`src/sv/bkq_ram.sv`:
```
// ----------------------------------------------------------------------------
// bkq_ram
// Generic simple dual-port RAM, one write and one registered read port.
// ----------------------------------------------------------------------------
module bkq_ram #(
  parameter int WIDTH = 16,
  parameter int DEPTH = 256
) (
  input  logic                     clk,
  input  logic                     we,
  input  logic [$clog2(DEPTH)-1:0] waddr,
  input  logic [WIDTH-1:0]         wdata,
  input  logic                     re,
  input  logic [$clog2(DEPTH)-1:0] raddr,
  output logic [WIDTH-1:0]         rdata
);

  logic [WIDTH-1:0] mem [DEPTH];

  always_ff @(posedge clk) begin
    if (we) mem[waddr] <= wdata;
    if (re) rdata <= mem[raddr];
  end

endmodule

```
`config.mk`:
```
export PLATFORM = sky130hd
export DESIGN_NAME = bkq_ram
export DESIGN_NICKNAME = d
export VERILOG_FILES = /design/src/sv/bkq_ram.sv
export SDC_FILE = /design/constraint.sdc
export NUM_CORES = 2
export LEC_CHECK = 0
export BUFFER_PORTS_ARGS = -buffer_cell sky130_fd_sc_hd__buf_2
export CAP_MARGIN = 20
export CORE_MARGIN = 2
export CORE_UTILIZATION = 57
export DETAILED_ROUTE_END_ITERATION = 10
export PLACE_DENSITY = 0.76
export SYNTH_ARGS = -nofsm -noshare
export SYNTH_HDL_FRONTEND = slang
export SYNTH_SLANG_ARGS = --single-unit
```
`constraint.sdc`:
```
create_clock -name clk -period 2.8 [get_ports clk]
set_clock_uncertainty 0.05 [all_clocks]
set_input_delay 0.42 -clock clk [delete_from_list [all_inputs] [get_ports clk]]
set_output_delay 0.42 -clock clk [all_outputs]
set_load 0.03 [all_outputs]
```
Yosys cells after proc, flatten, opt, wreduce, memory -nomap -nowiden
Memory sizes are Yosys's and may differ from the RTL's. A register that Yosys moved wholly into a read port is not among the register bits.
Index checks and enable logic that the tools add are counted.
- mux-type cells: 2
- operators by type and width (operator ; number):
    1-bit two-way mux ; 2
- flip-flop bits (word level): 0
- bits in writable memories: 4096
- bits of input ports: 35
- output and inout bits: 16
- word-level logic and storage cells: 3
- memories: 1
- memory list (memory ; words ; width ; rd ports ; clocked after Yosys merged registers in ; wr ports ; RTL line ; RTL):
    mem ; 256 ; 16 ; 1 ; 1 ; 1 ; 18 ; logic [WIDTH-1:0] mem [DEPTH];

Logic depth before layout (Yosys ltp)
- depth in word-level cells: 2
- depth in mapped cells: 12
- depth with buffers taken out: 6

Least setup slack after synthesis
No wires, ideal clock.
- kind: input-to-reg
- start: input port raddr[0]
- end: register rdata[4] (read register of mem) (data pin)
- setup time: 0.265 ns
- data arrival time: 2.404 ns
- required time: 2.485 ns
- path slack: 0.081 ns
- cell stages on the path: 8
- path buffers: 3
- path through: buf_6 > buf_6 > buf_2 > mux4_2 > mux4_2 > a22o_1 > o32ai_2 > nor4_2
- RTL lines (element ; RTL line ; RTL):
    start: declaration ; 14 ; input logic [$clog2(DEPTH)-1:0] raddr,
    end: declaration ; 15 ; output logic [WIDTH-1:0] rdata

==> impl_metrics.toml <==
[run_status]
outcome = "finished with violations"
violations = "setup timing"

[global_routing]
antenna_found_initial = 19
grt_max_degree = 98
grt_pass1_wl_mm = 618
grt_overflow_total = 0
gr-usage-all-layers_pct = 30.6
grt_pass1_vias = 84199

[setup_path]
cp.arrival_ns = 3.63
crit_chain = "buf_8 -> buf_4 -> or2_4 -> buf_4 -> o221ai_1 -> a21oi_1 -> o31ai_1 -> o32ai_1 -> buf_4 -> nor4_1"
critPathTopFamily = "compound AO/OA/AOI/OAI gates"
r2r_slack_ns = -0.06
worstSetupPathType = "in -> reg"
reg2regPathDepth = 6
cp_common_cell = "buf_4"
r2r_start = "mem[22][7]"
r2r-end = "rdata[7]"
cp_slowest_stage_delay_ns = 0.99
cp.depth = 10
cp-end-kind = "register"
crit_path_max_fanout = 16
cp_slowest_cell = "o31ai_1"
cp_num_buf_inv = 4
startpoint_type = "primary input"
worstPathRequired_ns = 3.46

[timing]
fin_crit_ns = 2.97
clock.fmax_ghz = 0.336
final_hold_viol_count = 0
rsz0062_at_grt = "yes"
fin_ws_ns = -0.173
worst_slew_pin_slew_ns = 1.19
slew_viol_final = 0
maxSlewHeadroom_pct = 20.1
fin_crit_sh_pct = 106
setup_viol = 2

[logic_synthesis]
syn_nets = 7395
synth_seq_cells = 4112
syn_avg_cell_area_um2 = 21.6
async_reset_ff_share_pct = 0
yosysWarningCount = 0
synth-seq-area-share_pct = 77.7
dominantRegCellSynth = "edfxtp_1"
syn_area_mm2 = 0.159
synthCells = 7360
synth-edff-count = 4112
ys_types = 51

[route]
vias = 84627
via_per_inst = 6.82
wl_mm = 434
drt-met1-wl_mm = 149
wl_met2_mm = 206
drtPass1Iterations = 8
dr.first_iter.drc_count = 14991
drc = 0
top_layer = "met5"
wl_met3_mm = 54.1
drtAntennaViolNets = 0
post_drt_wl_per_cell_um = 35.0

[floorplanning]
die_width_um = 532
start_util_pct = 57.4
coreArea_mm2 = 0.277
die_area_mm2 = 0.283
rows = 193
io_pins = 51
dieHeight_um = 532

[clocking]
h-tree-depth = 5
cts_sinks = 4112
root_buffer = "clkbuf_16"
clock_path_buffers = 4
path_clk_slew_ns = 0.06
insertion_delay_ns = 0.94
numCtsBuffers = 396
cts_tree = "done"

[worst_hold_path]
min_from = "wdata[1]"
hp-class = "in -> reg"
holdPathEnd = "mem[110][1]"
min_path_cells = 1

[flow_run]
maxCapViolCount = 0

[layout]
fin_util_pct = 66.6
finalNonFillerCells = 12407
layout-drive-gt1-share_pct = 29.5
final_common_cell = "edfxtp_1"
nNetsFinal = 8416
layout_common_cells = "edfxtp_1, buf_4, mux4_2, mux2i_1, clkbuf_16"
area_growth_pct = 16.2

[placement]
dp_cells = 11676
place_hpwl_mm = 261
port_buffers = 50
gp_congestion = 0.962

[power_and_ir_drop]
ir_worst_vdd_v = 0.000557
power_density_mw_per_mm2 = 693
p_leak_nw = 60.0
## repair_timing
action / in CTS / in global routing
setup endpoints to repair: 8 / 12
hold buffers: 13 / 0
buffers inserted: 0 / 0
pin swaps: 6 / 7
endpoints found under the hold margin: 374 / 0
resized for setup: 23 / 25
## cell usage after synthesis (2+ instances only)
master | number | area share (%)
buf_1 | 27 | 0.064
edfxtp_1 | 4112 | 78
or2_2 | 4 | 0.016
a21o_1 | 2 | 0.0094
a22oi_1 | 43 | 0.20
o22ai_1 | 148 | 0.58
nand2_1 | 38 | 0.090
a221oi_1 | 28 | 0.15
or3_1 | 2 | 0.0079
o32ai_1 | 20 | 0.11
nand2b_1 | 3 | 0.012
o31ai_1 | 16 | 0.076
nor4_1 | 17 | 0.067
nand3_1 | 35 | 0.11
a211oi_1 | 18 | 0.085
a22o_1 | 32 | 0.18
and3_1 | 11 | 0.043
buf_6 | 77 | 0.55
clkbuf_1 | 230 | 0.54
mux2_2 | 88 | 0.62
nor2_1 | 304 | 0.72
inv_1 | 3 | 0.0071
a31oi_1 | 6 | 0.024
nor4bb_1 | 2 | 0.013
and4_1 | 2 | 0.011
nand4_1 | 26 | 0.10
mux2i_1 | 565 | 3.6
buf_4 | 26 | 0.12
a21oi_1 | 175 | 0.55
o221ai_1 | 252 | 1.4
a2111oi_0 | 6 | 0.033
buf_8 | 11 | 0.10
mux4_2 | 797 | 11
buf_12 | 5 | 0.063
buf_2 | 76 | 0.24
nand4b_1 | 3 | 0.017
nor3_1 | 92 | 0.29
nor2b_1 | 9 | 0.035
o21ai_0 | 37 | 0.12
## how the worst max path moves through the flow
stage	from	endpoint	slack [ns]
2_1_floorplan	raddr[0]	rdata[4]	0.08
3_3_place_gp	raddr[0]	rdata[8]	-1.28
3_5_place_dp	raddr[0]	rdata[8]	-1.30
4_1_cts	mem[22][7]	rdata[7]	-0.07
5_1_grt	mem[22][7]	rdata[7]	-0.03
6_report	raddr[1]	rdata[11]	-0.17
## worst reg2reg max path, delay by kind of cell, from the launching register on
kind            cells  cell delay [ns]
compound gates      2             0.82
simple gates        1             0.04
flops               1             0.39
buf+inv             1             0.18
mux                 2             1.07
## power breakdown
group | leakage (nW) | switching (W) | total (W) | internal [W]
Sequential | 37.0 | 0.000106 | 0.0680 | 0.0679
Combinational | 16.9 | 0.00458 | 0.00739 | 0.00281
Clock | 6.15 | 0.0226 | 0.0525 | 0.0299
Total | 60.0 | 0.0273 | 0.128 | 0.101
## final cells by class
type,count,area (um^2)
clock inverters,219,2150
flip-flops and latches,4112,123000
diodes,10,25.0
inverters,4,27.5
repair buffers,1075,10700
multi-input cells,2792,33100
clock buffers,490,10400
well taps,3705,4640
fillers,16536,92400
## cells by family (layout without fill, tap and decap cells)
family,after synthesis,in the layout,synth area share [%]
and+or+nand+nor,556,556,1.57
DFF,4112,4112,77.7
muxes,1450,1450,15.5
buffers and inverters,456,1788,1.69
AOI/OAI and AO/OA,786,786,3.53
other,0,10,0
## layer usage
metal  up-vias  GRT usage [%]
met1     43720           40.9
li1      33320              -
met5         -              0
met2      6452           47.7
met3      1125           7.26
met4        10           15.3
## through the flow
| stage | power [W] | hold WS [ns] | setup WS (ns) | TNS (ns) | instance area (um^2) |
|---|---|---|---|---|---|
| 2_1_floorplan | 0.0726 | 0.469 | 0.0811 | 0 | 159000 |
| 4_1_cts | 0.128 | 0.0352 | -0.0745 | -0.0745 | 184000 |
| 6_report | 0.128 | 0.0202 | -0.173 | -0.238 | 185000 |
| 3_3_place_gp | 0.0762 | 0.786 | -1.28 | -15.09 | 172000 |
| 5_1_grt | 0.130 | 0.0474 | -0.0336 | -0.0336 | 185000 |
| 3_5_place_dp | 0.0763 | 0.784 | -1.30 | -14.80 | 172000 |
## flip-flops by register name (all words and copies together) (netlist names)
signal / flops
mem: 4096
rdata: 16
Note: power is estimated with default switching activity, not from simulation.
